==> src/hw/rtl/fip_pkg.sv <==
// ----------------------------------------------------------------------------
// fip_pkg
// Shared types and constants for the double integer-power block.
// ----------------------------------------------------------------------------
package fip_pkg;

  localparam logic [63:0] DBL_ONE      = 64'h3FF0_0000_0000_0000;
  localparam logic [63:0] DBL_ZERO     = 64'h0000_0000_0000_0000;
  localparam logic [63:0] DBL_INF      = 64'h7FF0_0000_0000_0000;
  localparam logic [63:0] DBL_DFLT_NAN = 64'hFFF8_0000_0000_0000;
  localparam logic [62:0] DBL_TINY_MAG = 63'h3DDB_7CDF_D9D7_BDBB;  // 1e-10
  localparam logic [63:0] DBL_QUIET    = 64'h0008_0000_0000_0000;

  typedef enum logic [1:0] {
    OP_MUL = 2'b01,
    OP_DIV = 2'b10
  } fpu_op_t;

  typedef struct packed {
    logic    start;
    fpu_op_t op;
  } fpu_req_t;

  function automatic logic is_nan(input logic [63:0] x);
    return (x[62:52] == 11'h7FF) && (x[51:0] != 52'd0);
  endfunction

  function automatic logic is_inf(input logic [63:0] x);
    return (x[62:52] == 11'h7FF) && (x[51:0] == 52'd0);
  endfunction

  function automatic logic is_zero(input logic [63:0] x);
    return x[62:0] == 63'd0;
  endfunction

endpackage

==> src/hw/rtl/fip_fpu.sv <==
// ----------------------------------------------------------------------------
// fip_fpu
// Iterative double multiply / reciprocal with round to nearest even.
// ----------------------------------------------------------------------------
module fip_fpu (
  input  logic              clk,
  input  logic              rst_n,
  input  fip_pkg::fpu_req_t req_i,
  input  logic [63:0]       a_i,
  input  logic [63:0]       b_i,
  output logic              done_o,
  output logic [63:0]       res_o
);
  import fip_pkg::*;

  typedef enum logic [7:0] {
    F_IDLE   = 8'b0000_0001,
    F_MUL    = 8'b0000_0010,
    F_DNORM  = 8'b0000_0100,
    F_DIV    = 8'b0000_1000,
    F_NORM   = 8'b0001_0000,
    F_DENORM = 8'b0010_0000,
    F_ROUND  = 8'b0100_0000,
    F_DONE   = 8'b1000_0000
  } fstate_t;

  fstate_t             state_r, state_nxt;
  logic [52:0]         ma_r, ma_nxt, mb_r, mb_nxt;
  logic                sign_r, sign_nxt;
  logic signed [12:0]  exp_r, exp_nxt;
  logic [105:0]        p_r, p_nxt;
  logic [53:0]         pp_r, pp_nxt;
  logic [53:0]         rem_r, rem_nxt;
  logic [5:0]          cnt_r, cnt_nxt;
  logic                stk_r, stk_nxt;
  logic [63:0]         res_r, res_nxt;

  logic [52:0]         ma_in, mb_in;
  logic signed [12:0]  ea_in, eb_in;
  logic                sa, sb;
  logic [26:0]         mx, my;
  logic [105:0]        pp_sh;
  logic                ge;
  logic [53:0]         rdiff;
  logic [52:0]         m53;
  logic                rnd_up, sticky;
  logic [53:0]         m54;
  logic [52:0]         mant;
  logic signed [12:0]  e_rnd;

  assign sa    = a_i[63];
  assign sb    = b_i[63];
  assign ma_in = {a_i[62:52] != 11'd0, a_i[51:0]};
  assign mb_in = {b_i[62:52] != 11'd0, b_i[51:0]};
  assign ea_in = (a_i[62:52] == 11'd0) ? 13'sd1 : $signed({2'b00, a_i[62:52]});
  assign eb_in = (b_i[62:52] == 11'd0) ? 13'sd1 : $signed({2'b00, b_i[62:52]});

  // 27x27 partial products, one per cycle
  always_comb begin
    case (cnt_r[1:0])
      2'd0:    begin mx = ma_r[26:0];          my = mb_r[26:0];          end
      2'd1:    begin mx = ma_r[26:0];          my = {1'b0, mb_r[52:27]}; end
      2'd2:    begin mx = {1'b0, ma_r[52:27]}; my = mb_r[26:0];          end
      default: begin mx = {1'b0, ma_r[52:27]}; my = {1'b0, mb_r[52:27]}; end
    endcase
    case (cnt_r[2:0])
      3'd2, 3'd3: pp_sh = {52'd0, pp_r} << 27;
      3'd4:       pp_sh = {52'd0, pp_r} << 54;
      default:    pp_sh = {52'd0, pp_r};
    endcase
  end

  assign ge    = rem_r >= {1'b0, mb_r};
  assign rdiff = ge ? (rem_r - {1'b0, mb_r}) : rem_r;

  assign m53    = p_r[105:53];
  assign sticky = (p_r[51:0] != 52'd0) | stk_r;
  assign rnd_up = p_r[52] & (sticky | m53[0]);
  assign m54    = {1'b0, m53} + {53'd0, rnd_up};
  assign mant   = m54[53] ? m54[53:1] : m54[52:0];
  assign e_rnd  = exp_r + $signed({12'd0, m54[53]});

  always_comb begin
    state_nxt = state_r;
    ma_nxt    = ma_r;
    mb_nxt    = mb_r;
    sign_nxt  = sign_r;
    exp_nxt   = exp_r;
    p_nxt     = p_r;
    pp_nxt    = pp_r;
    rem_nxt   = rem_r;
    cnt_nxt   = cnt_r;
    stk_nxt   = stk_r;
    res_nxt   = res_r;
    case (state_r)
      F_IDLE: begin
        if (req_i.start) begin
          p_nxt   = '0;
          cnt_nxt = '0;
          stk_nxt = 1'b0;
          rem_nxt = 54'd1 << 52;
          if (req_i.op == OP_MUL) begin
            sign_nxt = sa ^ sb;
            if (is_nan(a_i)) begin
              res_nxt = a_i | DBL_QUIET;  state_nxt = F_DONE;
            end else if (is_nan(b_i)) begin
              res_nxt = b_i | DBL_QUIET;  state_nxt = F_DONE;
            end else if ((is_inf(a_i) && is_zero(b_i)) || (is_zero(a_i) && is_inf(b_i))) begin
              res_nxt = DBL_DFLT_NAN;     state_nxt = F_DONE;
            end else if (is_inf(a_i) || is_inf(b_i)) begin
              res_nxt = {sa ^ sb, DBL_INF[62:0]};  state_nxt = F_DONE;
            end else if (is_zero(a_i) || is_zero(b_i)) begin
              res_nxt = {sa ^ sb, 63'd0};  state_nxt = F_DONE;
            end else begin
              ma_nxt    = ma_in;
              mb_nxt    = mb_in;
              exp_nxt   = ea_in + eb_in - 13'sd1022;
              state_nxt = F_MUL;
            end
          end else begin
            sign_nxt = sb;
            if (is_nan(b_i)) begin
              res_nxt = b_i | DBL_QUIET;  state_nxt = F_DONE;
            end else if (is_inf(b_i)) begin
              res_nxt = {sb, 63'd0};      state_nxt = F_DONE;
            end else if (is_zero(b_i)) begin
              res_nxt = {sb, DBL_INF[62:0]};  state_nxt = F_DONE;
            end else begin
              mb_nxt    = mb_in;
              exp_nxt   = 13'sd2046 - eb_in;
              state_nxt = F_DNORM;
            end
          end
        end
      end
      F_MUL: begin
        if (cnt_r[2:0] != 3'd4) pp_nxt = 54'(mx * my);
        if (cnt_r[2:0] != 3'd0) p_nxt = p_r + pp_sh;
        cnt_nxt = cnt_r + 6'd1;
        if (cnt_r[2:0] == 3'd4) state_nxt = F_NORM;
      end
      F_DNORM: begin
        // bring a subnormal divisor up to 1.x
        if (!mb_r[52]) begin
          mb_nxt  = {mb_r[51:0], 1'b0};
          exp_nxt = exp_r + 13'sd1;
        end else begin
          state_nxt = F_DIV;
        end
      end
      F_DIV: begin
        rem_nxt = {rdiff[52:0], 1'b0};
        cnt_nxt = cnt_r + 6'd1;
        if (cnt_r == 6'd54) begin
          p_nxt     = {p_r[53:0], ge, 50'd0, rdiff != 54'd0};
          state_nxt = F_NORM;
        end else begin
          p_nxt = {p_r[104:0], ge};
        end
      end
      F_NORM: begin
        if (!p_r[105]) begin
          p_nxt   = {p_r[104:0], 1'b0};
          exp_nxt = exp_r - 13'sd1;
        end else if (exp_r < 13'sd1) begin
          state_nxt = F_DENORM;
        end else begin
          state_nxt = F_ROUND;
        end
      end
      F_DENORM: begin
        if (exp_r < -13'sd120) begin
          // far below the subnormal range: only sticky survives
          p_nxt     = '0;
          stk_nxt   = 1'b1;
          exp_nxt   = 13'sd1;
          state_nxt = F_ROUND;
        end else if (exp_r < 13'sd1) begin
          stk_nxt = stk_r | p_r[0];
          p_nxt   = {1'b0, p_r[105:1]};
          exp_nxt = exp_r + 13'sd1;
        end else begin
          state_nxt = F_ROUND;
        end
      end
      F_ROUND: begin
        if (e_rnd >= 13'sd2047) res_nxt = {sign_r, DBL_INF[62:0]};
        else res_nxt = {sign_r, mant[52] ? e_rnd[10:0] : 11'd0, mant[51:0]};
        state_nxt = F_DONE;
      end
      F_DONE:  state_nxt = F_IDLE;
      default: state_nxt = F_IDLE;
    endcase
  end

  always_ff @(posedge clk) begin
    if (!rst_n) begin
      state_r <= F_IDLE;
    end else begin
      state_r <= state_nxt;
    end
    ma_r   <= ma_nxt;
    mb_r   <= mb_nxt;
    sign_r <= sign_nxt;
    exp_r  <= exp_nxt;
    p_r    <= p_nxt;
    pp_r   <= pp_nxt;
    rem_r  <= rem_nxt;
    cnt_r  <= cnt_nxt;
    stk_r  <= stk_nxt;
    res_r  <= res_nxt;
  end

  assign done_o = (state_r == F_DONE);
  assign res_o  = res_r;

endmodule

==> src/hw/rtl/float_integer_power.sv <==
// ----------------------------------------------------------------------------
// float_integer_power
// Double base raised to a signed integer power by square-and-multiply.
// ----------------------------------------------------------------------------
// channel  direction  ports
// in       input      in_valid, in_ready, in_base_value, in_exponent
// out      output     out_valid, out_ready, out_power_value
//
// One item at a time. Each multiply runs through the shared 27x27
// multiplier unit and takes longer when the product is subnormal, shifting
// one bit at a time; there are up to 2*EXP_BITS-3 multiplies. A negative
// exponent adds a reciprocal (one quotient bit per cycle).
// in_ready is high only when idle; the result holds in out_power_value until
// transferred. Synchronous active-low reset returns the block to idle.
// ----------------------------------------------------------------------------
module float_integer_power #(
  parameter int EXP_BITS = 64
) (
  input  logic        clk,
  input  logic        rst_n,
  input  logic        in_valid,
  output logic        in_ready,
  input  logic [63:0] in_base_value,
  input  logic signed [63:0] in_exponent,
  output logic        out_valid,
  input  logic        out_ready,
  output logic [63:0] out_power_value
);
  import fip_pkg::*;

  typedef enum logic [5:0] {
    S_IDLE = 6'b000001,
    S_LOOP = 6'b000010,
    S_WACC = 6'b000100,
    S_WSQ  = 6'b001000,
    S_WREC = 6'b010000,
    S_OUT  = 6'b100000
  } state_t;

  state_t              state_r, state_nxt;
  logic [EXP_BITS-1:0] mag_r, mag_nxt;
  logic                neg_r, neg_nxt;
  logic [63:0]         acc_r, acc_nxt, sq_r, sq_nxt, res_r, res_nxt;

  logic [EXP_BITS-1:0] e_in, mag_in;
  logic                neg_in;
  fpu_req_t            req;
  logic [63:0]         op_a, op_b, fpu_res;
  logic                fpu_done;

  assign e_in   = in_exponent[EXP_BITS-1:0];
  assign neg_in = e_in[EXP_BITS-1];
  assign mag_in = neg_in ? (~e_in + 1'b1) : e_in;

  fip_fpu u_fpu (
    .clk    (clk),
    .rst_n  (rst_n),
    .req_i  (req),
    .a_i    (op_a),
    .b_i    (op_b),
    .done_o (fpu_done),
    .res_o  (fpu_res)
  );

  always_comb begin
    state_nxt = state_r;
    mag_nxt   = mag_r;
    neg_nxt   = neg_r;
    acc_nxt   = acc_r;
    sq_nxt    = sq_r;
    res_nxt   = res_r;
    req.start = 1'b0;
    req.op    = OP_MUL;
    op_a      = sq_r;
    op_b      = sq_r;
    case (state_r)
      S_IDLE: begin
        if (in_valid) begin
          mag_nxt = mag_in;
          neg_nxt = neg_in;
          acc_nxt = DBL_ONE;
          sq_nxt  = in_base_value;
          if (in_base_value[62:0] < DBL_TINY_MAG) begin
            res_nxt   = (mag_in == '0) ? DBL_ONE : DBL_ZERO;
            state_nxt = S_OUT;
          end else begin
            state_nxt = S_LOOP;
          end
        end
      end
      S_LOOP: begin
        if (mag_r == '0) begin
          if (!neg_r) begin
            res_nxt   = acc_r;
            state_nxt = S_OUT;
          end else begin
            req.start = 1'b1;
            req.op    = OP_DIV;
            op_b      = acc_r;
            state_nxt = S_WREC;
          end
        end else if (mag_r[0]) begin
          req.start = 1'b1;
          op_a      = acc_r;
          state_nxt = S_WACC;
        end else begin
          req.start = 1'b1;
          state_nxt = S_WSQ;
        end
      end
      S_WACC: begin
        if (fpu_done) begin
          acc_nxt   = fpu_res;
          // bit consumed; after the last set bit the loop ends with no square
          mag_nxt   = {mag_r[EXP_BITS-1:1], 1'b0};
          state_nxt = S_LOOP;
        end
      end
      S_WSQ: begin
        if (fpu_done) begin
          sq_nxt    = fpu_res;
          mag_nxt   = mag_r >> 1;
          state_nxt = S_LOOP;
        end
      end
      S_WREC: begin
        if (fpu_done) begin
          res_nxt   = fpu_res;
          state_nxt = S_OUT;
        end
      end
      S_OUT: begin
        if (out_ready) state_nxt = S_IDLE;
      end
      default: state_nxt = S_IDLE;
    endcase
  end

  always_ff @(posedge clk) begin
    if (!rst_n) begin
      state_r <= S_IDLE;
    end else begin
      state_r <= state_nxt;
    end
    mag_r <= mag_nxt;
    neg_r <= neg_nxt;
    acc_r <= acc_nxt;
    sq_r  <= sq_nxt;
    res_r <= res_nxt;
  end

  assign in_ready        = (state_r == S_IDLE);
  assign out_valid       = (state_r == S_OUT);
  assign out_power_value = res_r;

endmodule

==> config.mk <==
export PLATFORM = sky130hd
export DESIGN_NAME = float_integer_power
export DESIGN_NICKNAME = d
export VERILOG_FILES = /design/src/hw/rtl/fip_pkg.sv /design/src/hw/rtl/fip_fpu.sv /design/src/hw/rtl/float_integer_power.sv
export SDC_FILE = /design/constraint.sdc
export NUM_CORES = 2
export LEC_CHECK = 0
export BUFFER_PORTS_ARGS = -buffer_cell sky130_fd_sc_hd__buf_2
export CAP_MARGIN = 10
export CELL_PAD_IN_SITES_DETAIL_PLACEMENT = 1
export CELL_PAD_IN_SITES_GLOBAL_PLACEMENT = 1
export CORE_MARGIN = 4
export CORE_UTILIZATION = 35
export CTS_CLUSTER_DIAMETER = 40
export CTS_CLUSTER_SIZE = 20
export DETAILED_ROUTE_END_ITERATION = 16
export PLACE_DENSITY = 0.58
export SETUP_SLACK_MARGIN = 0.5
export SYNTH_ARGS = -nofsm -noshare
export SYNTH_HDL_FRONTEND = slang
export SYNTH_SLANG_ARGS = --single-unit
==> constraint.sdc <==
create_clock -name clk -period 17.31 [get_ports clk]
set_input_delay 0 -clock clk [delete_from_list [all_inputs] [get_ports clk]]
set_output_delay 0 -clock clk [all_outputs]
set_load 0.05 [all_outputs]
# Word level (Yosys, flattened, before mapping)
# Cells that the tools add are included.
[totals]
elab_cells = 279
regBits = 676
latchBits = 0
n_memories = 0
ram_bits = 0
romBits = 0
inputBits = 132
[classes]
shift = 0
magnitude_cmp = 5
add_sub_neg = 11
n_reduce_logical = 61
n_div = 0
n_eq_ne = 53
bitwise_logic = 12
multipliers = 1
mux = 116
[ops]
columns = ["operator", "n"]
rows = [
  ["$mux 64", 26],
  ["$mux 106", 6],
  ["$mux 53", 12],
  ["$pmux 106 s5", 1],
  ["$pmux 64 s2", 3],
  ["$pmux 64 s3", 2],
  ["$pmux 106 s2", 1],
  ["$mux 13", 14],
  ["$reduce_bool 52->1", 3],
  ["$logic_not 64->1", 2],
  ["$mux 8", 16],
  ["$logic_not 63->1", 2],
  ["$mux 54", 2],
  ["$pmux 54 s2", 1],
  ["$add 106x106->106", 1],
  ["$pmux 53 s2", 1],
  ["$logic_not 52->1", 2],
  ["$add 64x1->64 const B", 1],
  ["$not 64->64", 1],
  ["$lt 63x62->1 const B", 1],
  ["$mux 63", 1],
  ["$mux 62", 1],
  ["$pmux 8 s7", 1],
  ["$add 53x1->54", 1],
  ["other kinds (75)", 157],
]

# Depth between registers and ports, before layout
[logic_depth]
word_depth = 15
mapped_depth = 34
mapped_depth_nobuf = 31

# By module
# A second synthesis with hierarchy kept.
[hier_totals]
cells_unflattened = 7900
area_unflattened_um2 = 70341.2
[by_module_without_submodules]
columns = ["module", "n_inst", "area_per_inst_um2", "cells_per_inst", "seq_area_each_um2"]
rows = [
  ["fip_fpu", 1, 55370.6, 6395, 12291.8],
  ["float_integer_power", 1, 14970.6, 1505, 7837.5],
]

# Worst setup path before layout
# Ideal clock, no wire load.
[synth_timing]
kind = "flip-flop to flip-flop"
start = "register u_fpu.cnt_r[0]"
end = "register u_fpu.pp_r[52] (data pin)"
t_arrival_ns = 8.509
slack_ns = 8.543
required_time_ns = 17.052
n_path_buf = 3
path_stages_with_launch = 33
cell_sequence = "edfxtp_1 > inv_1 > ha_1 > clkbuf_1 > nor2_1 > clkbuf_1 > mux2i_1 > clkbuf_1 > nor2_1 > fa_1 > fa_1 > inv_1 > fa_1 > fa_1 > fa_1 > inv_1 > fa_1 > inv_1 > fa_1 > inv_1 > ha_1 > a21o_1 > a21o_1 > a211oi_1 > o21ai_0 > nor2b_1 > a221o_1 > nor3_1 > o31a_1 > o31ai_1 > a211o_1 > a21oi_1 > xnor2_1"
[synth_between]
elab_chain_cells = 4
[synth_lines]
columns = ["item", "line_no", "text"]
rows = [
  ["from (decl)", "fip_fpu.sv:34", "logic [5:0] cnt_r, cnt_nxt;"],
  ["from (signal assigned)", "fip_fpu.sv:209", "cnt_r <= cnt_nxt;"],
  ["$eq 2x1->1 (tied with other cells)", "fip_fpu.sv:60", "case (cnt_r[1:0])"],
  ["$reduce_or 2->1 (no source line)", "--", ""],
  ["$mux 27", "fip_fpu.sv:60", ""],
  ["$mul 27x27->54 *", "fip_fpu.sv:137", "if (cnt_r[2:0] != 3'd4) pp_nxt = 54'(mx * my);"],
  ["to (signal assigned)", "fip_fpu.sv:207", "pp_r <= pp_nxt;"],
  ["to (decl)", "fip_fpu.sv:32", "logic [53:0] pp_r, pp_nxt;"],
]
# Mark *: on every way between the ends. The rest lies on a longest branch, timed or not.
# A chain may end at the register's enable or synchronous reset.

# Worst setup path in the final report
[layout_timing]
start = "register u_fpu.cnt_r[1]"
end = "register u_fpu.pp_r[53] (data pin)"
# The elaborated chain is that of the path after synthesis.

==> flow_summary_export.csv <==
group,metric,value,unit
run_status,outcome,"finished clean",
yosys,avgSynthCellArea,8.850,um2
route,wirelength,305200,um
setup_path,reg2reg_slack,6.71,ns
clocking,clockBufferDepth,3,
yosys,synth-seq-cells,675,
cells_and_area,drive_above_1_share,9.090,%
sta,hold_viol,0,
route,drc_errors,0,
setup_path,crit_type,"flip-flop to flip-flop",
floorplanning,die_area,0.2061,mm2
floorplanning,dieWidth,454.0,um
floorplanning,io_pins,198,
global_route,antenna_found_initial,11,
floorplanning,fp.dieH,454.0,um
yosys,netlist_instances,7866,
sta,rsz0062_at_grt,"false",
sta,slew_headroom,17.52,%
sta,finalSetupViolCount,0,
yosys,synth_cell_type_count,90,
global_route,grt-ovfl-total,0,
yosys,yosys.area.top_type,"edfxtp_1",
clocking,numCtsBuffers,164,
global_route,grt_pass1_wl,450300,um
flow_run,cap_viol_max_count,0,
hold_path,worst_hold_path_type,"primary input to flip-flop",
sta,worst_slew_pin_slew,1.213,ns
clocking,clkSinkCount,675,
sta,fin_setup_tns,0,ns
setup_path,cp.required,17.79,ns
yosys,synthTopCellsByArea,"edfxtp_1 (29%), fa_1 (18%), nand2_1 (7.6%)",
sta,timing.hold.ws,0.06343,ns
global_route,first_global_vias,65830,
clocking,clkLatencyLatePin,0.80,ns
route,via_per_inst,5.730,
cells_and_area,n_fill_cell,22680,
floorplanning,num_rows,163,
clocking,cts_resized,0,
yosys,synth_seq_area_share,28.92,%
route,route.vias.total,62590,
sta,finalCritPeriodShare,61.23,%
hold_path,worstHoldStart,"in_base_value[11]",
yosys,async_flop_share,0,%
clocking,cts_tree,"built",
cells_and_area,area_growth,16.49,%
placed_design,hpwl,229400,um
yosys,yosys.area.top_type_share,28.51,%
cells_and_area,final_cells,10920,
yosys,ys_warn_count,0,
clocking,cts_root_buf,"clkbuf_16",
placed_design,dpl.cell_count,10450,
setup_path,cpMostUsedCell,"fa_1",
floorplanning,coreArea,0.1976,mm2
clocking,h-tree-depth,4,
setup_path,slowest_delay,0.79,ns
setup_path,end_kind,"flip-flop",
placed_design,gp_congestion,0.9385,
yosys,synth_edf_count,661,
sta,fin_crit,10.60,ns
sta,clock_skew,0.07337,ns
setup_path,critical_path.max_fanout,64,
route,wl_per_cell,27.94,um
clocking,clk_pin_slew_worst_paths,0.05,ns
route,ant_nets,0,
floorplanning,initial_core_util,35.22,%
clocking,holdBufCountCts,162,
yosys,synth_ff_type,"edfxtp_1",
yosys,netlist_area,0.06961,mm2
setup_path,cp.arrival,11.08,ns
sta,fmax,94.35,MHz
setup_path,setup.worst_path.start,"u_fpu.cnt_r[1]",
global_route,grtUsageTotal,29.26,%
global_route,grt_max_degree,85,
route,drt-pass1-iter-count,9,
cells_and_area,layout.nets,9278,
placed_design,io_buffers,197,
setup_path,cpMaxStageDelayCell,"a2111oi_0",
route,drtIter0Drc,5662,
yosys,syn_nets,9009,
setup_path,worstSetupStartpointType,"flip-flop",
setup_path,r2r-start,"u_fpu.cnt_r[1]",
clocking,post_cts_buffers,0,
sta,drv_slew,0,
[routing by layer]
metal	global-route usage, %	vias to the layer above	share of wire (%)
li1	-	27670	-
met5	0	-	0.021
met1	39.39	32110	43
met4	13.18	10	5.2
met3	4.516	595	6.3
met2	46.49	2199	45
[cells in the mapped netlist (all sizes together), types with 34 or more instances]
cell and instances:
nand2b 43, o31ai 44, a211oi 34, o22ai 41
o21ai 423, xor2 156, ha 384, a22o 114
nand2 1406, a31oi 89, nand3 92, nor3 78
nand4 100, a222oi 57, a21oi 425, inv 858
edfxtp 661, clkbuf 379, fa 627, nor2b 36
and3 74, a21o 136, a22oi 99, nor2 580
buf 36, o21bai 43, xnor2 175, and2 134
nor4 90, mux2i 61
[path summary, 6_finish.rpt]
| check | end | cells after the start |
|---|---|---|
| setup / recovery | u_fpu.pp_r[53] | 31 |
| hold reg to reg | sq_r[36] | 2 |
| setup reg to reg | u_fpu.pp_r[53] | 31 |
| hold / removal | sq_r[11] | 4 |
[cells by family (layout without fill, tap and decap cells)]
| group | after synthesis | in the layout | share of synthesized area [%] |
|---|---|---|---|
| AND/OR/NAND/NOR | 2781 | 2781 | 17.88 |
| AO/OA/AOI/OAI | 1703 | 1703 | 15.81 |
| flip-flops | 675 | 675 | 28.92 |
| XOR/XNOR | 331 | 331 | 4.165 |
| other | 0 | 9 | 0 |
| adder cells (fa/ha/maj) | 1011 | 1011 | 24.93 |
| multiplexers | 91 | 91 | 1.362 |
| buffers and inverters | 1274 | 1681 | 6.925 |
[critical path, delay by kind of cell (launching register included)]
kind | cells | cell delay, ns
and+or+nand+nor | 7 | 1.47
DFF | 1 | 0.39
buffers and inverters | 6 | 1.45
adders and majority gates | 9 | 4.18
AOI/OAI and AO/OA | 8 | 2.63
xor gates and xnor gates | 1 | 0.10
[stage by stage]
step / utilization (%) / setup WS (ns) / area (um2)
2_1_floorplan: - / 8.543 / 69610
5_1_grt: 41.02 / 6.204 / 81070
6_report: 41.03 / 6.711 / 81090
4_1_cts: 41.02 / 6.766 / 81060
3_3_place_gp: 37.35 / 6.999 / 73810
3_5_place_dp: 37.35 / 6.897 / 73810
[state kept, by name, indices dropped and copies added, names as in the netlist, 8 cells and up]
signal	flops
mag_r	64
u_fpu.exp_r	13
u_fpu.pp_r	54
out_power_value	64
sq_r	64
u_fpu.ma_r	53
u_fpu.p_r	106
u_fpu.mb_r	53
u_fpu.rem_r	53
u_fpu.state_r	8
acc_r	64
u_fpu.res_o	64
[final cells by class]
cell class / count / area, um2 / area share [%]
Clock buffer: 184 / 4209 / 5.191
Sequential cell: 675 / 20130 / 24.82
Multi-Input combinational cell: 5917 / 44990 / 55.48
Antenna cell: 9 / 22.52 / 0.02777
Inverter: 859 / 3224 / 3.976
Tap cell: 2640 / 3303 / 4.074
Clock inverter: 120 / 1416 / 1.747
Timing Repair Buffer: 518 / 3799 / 4.685
[cells in the final DEF, fill, tap and decap left out, drive strengths merged, types with 134 or more instances in the layout]
cell type,n
edfxtp,661
fa,627
a21oi,425
inv,879
nor2,580
a21o,136
xnor2,175
buf,356
and2,134
xor2,156
ha,384
o21ai,423
clkbuf,184
dlygate4sd3,162
nand2,1406
Power is left out: the tool's default activity adds up to more than one toggle a clock period on the data nets, which glitch-free logic cannot reach.
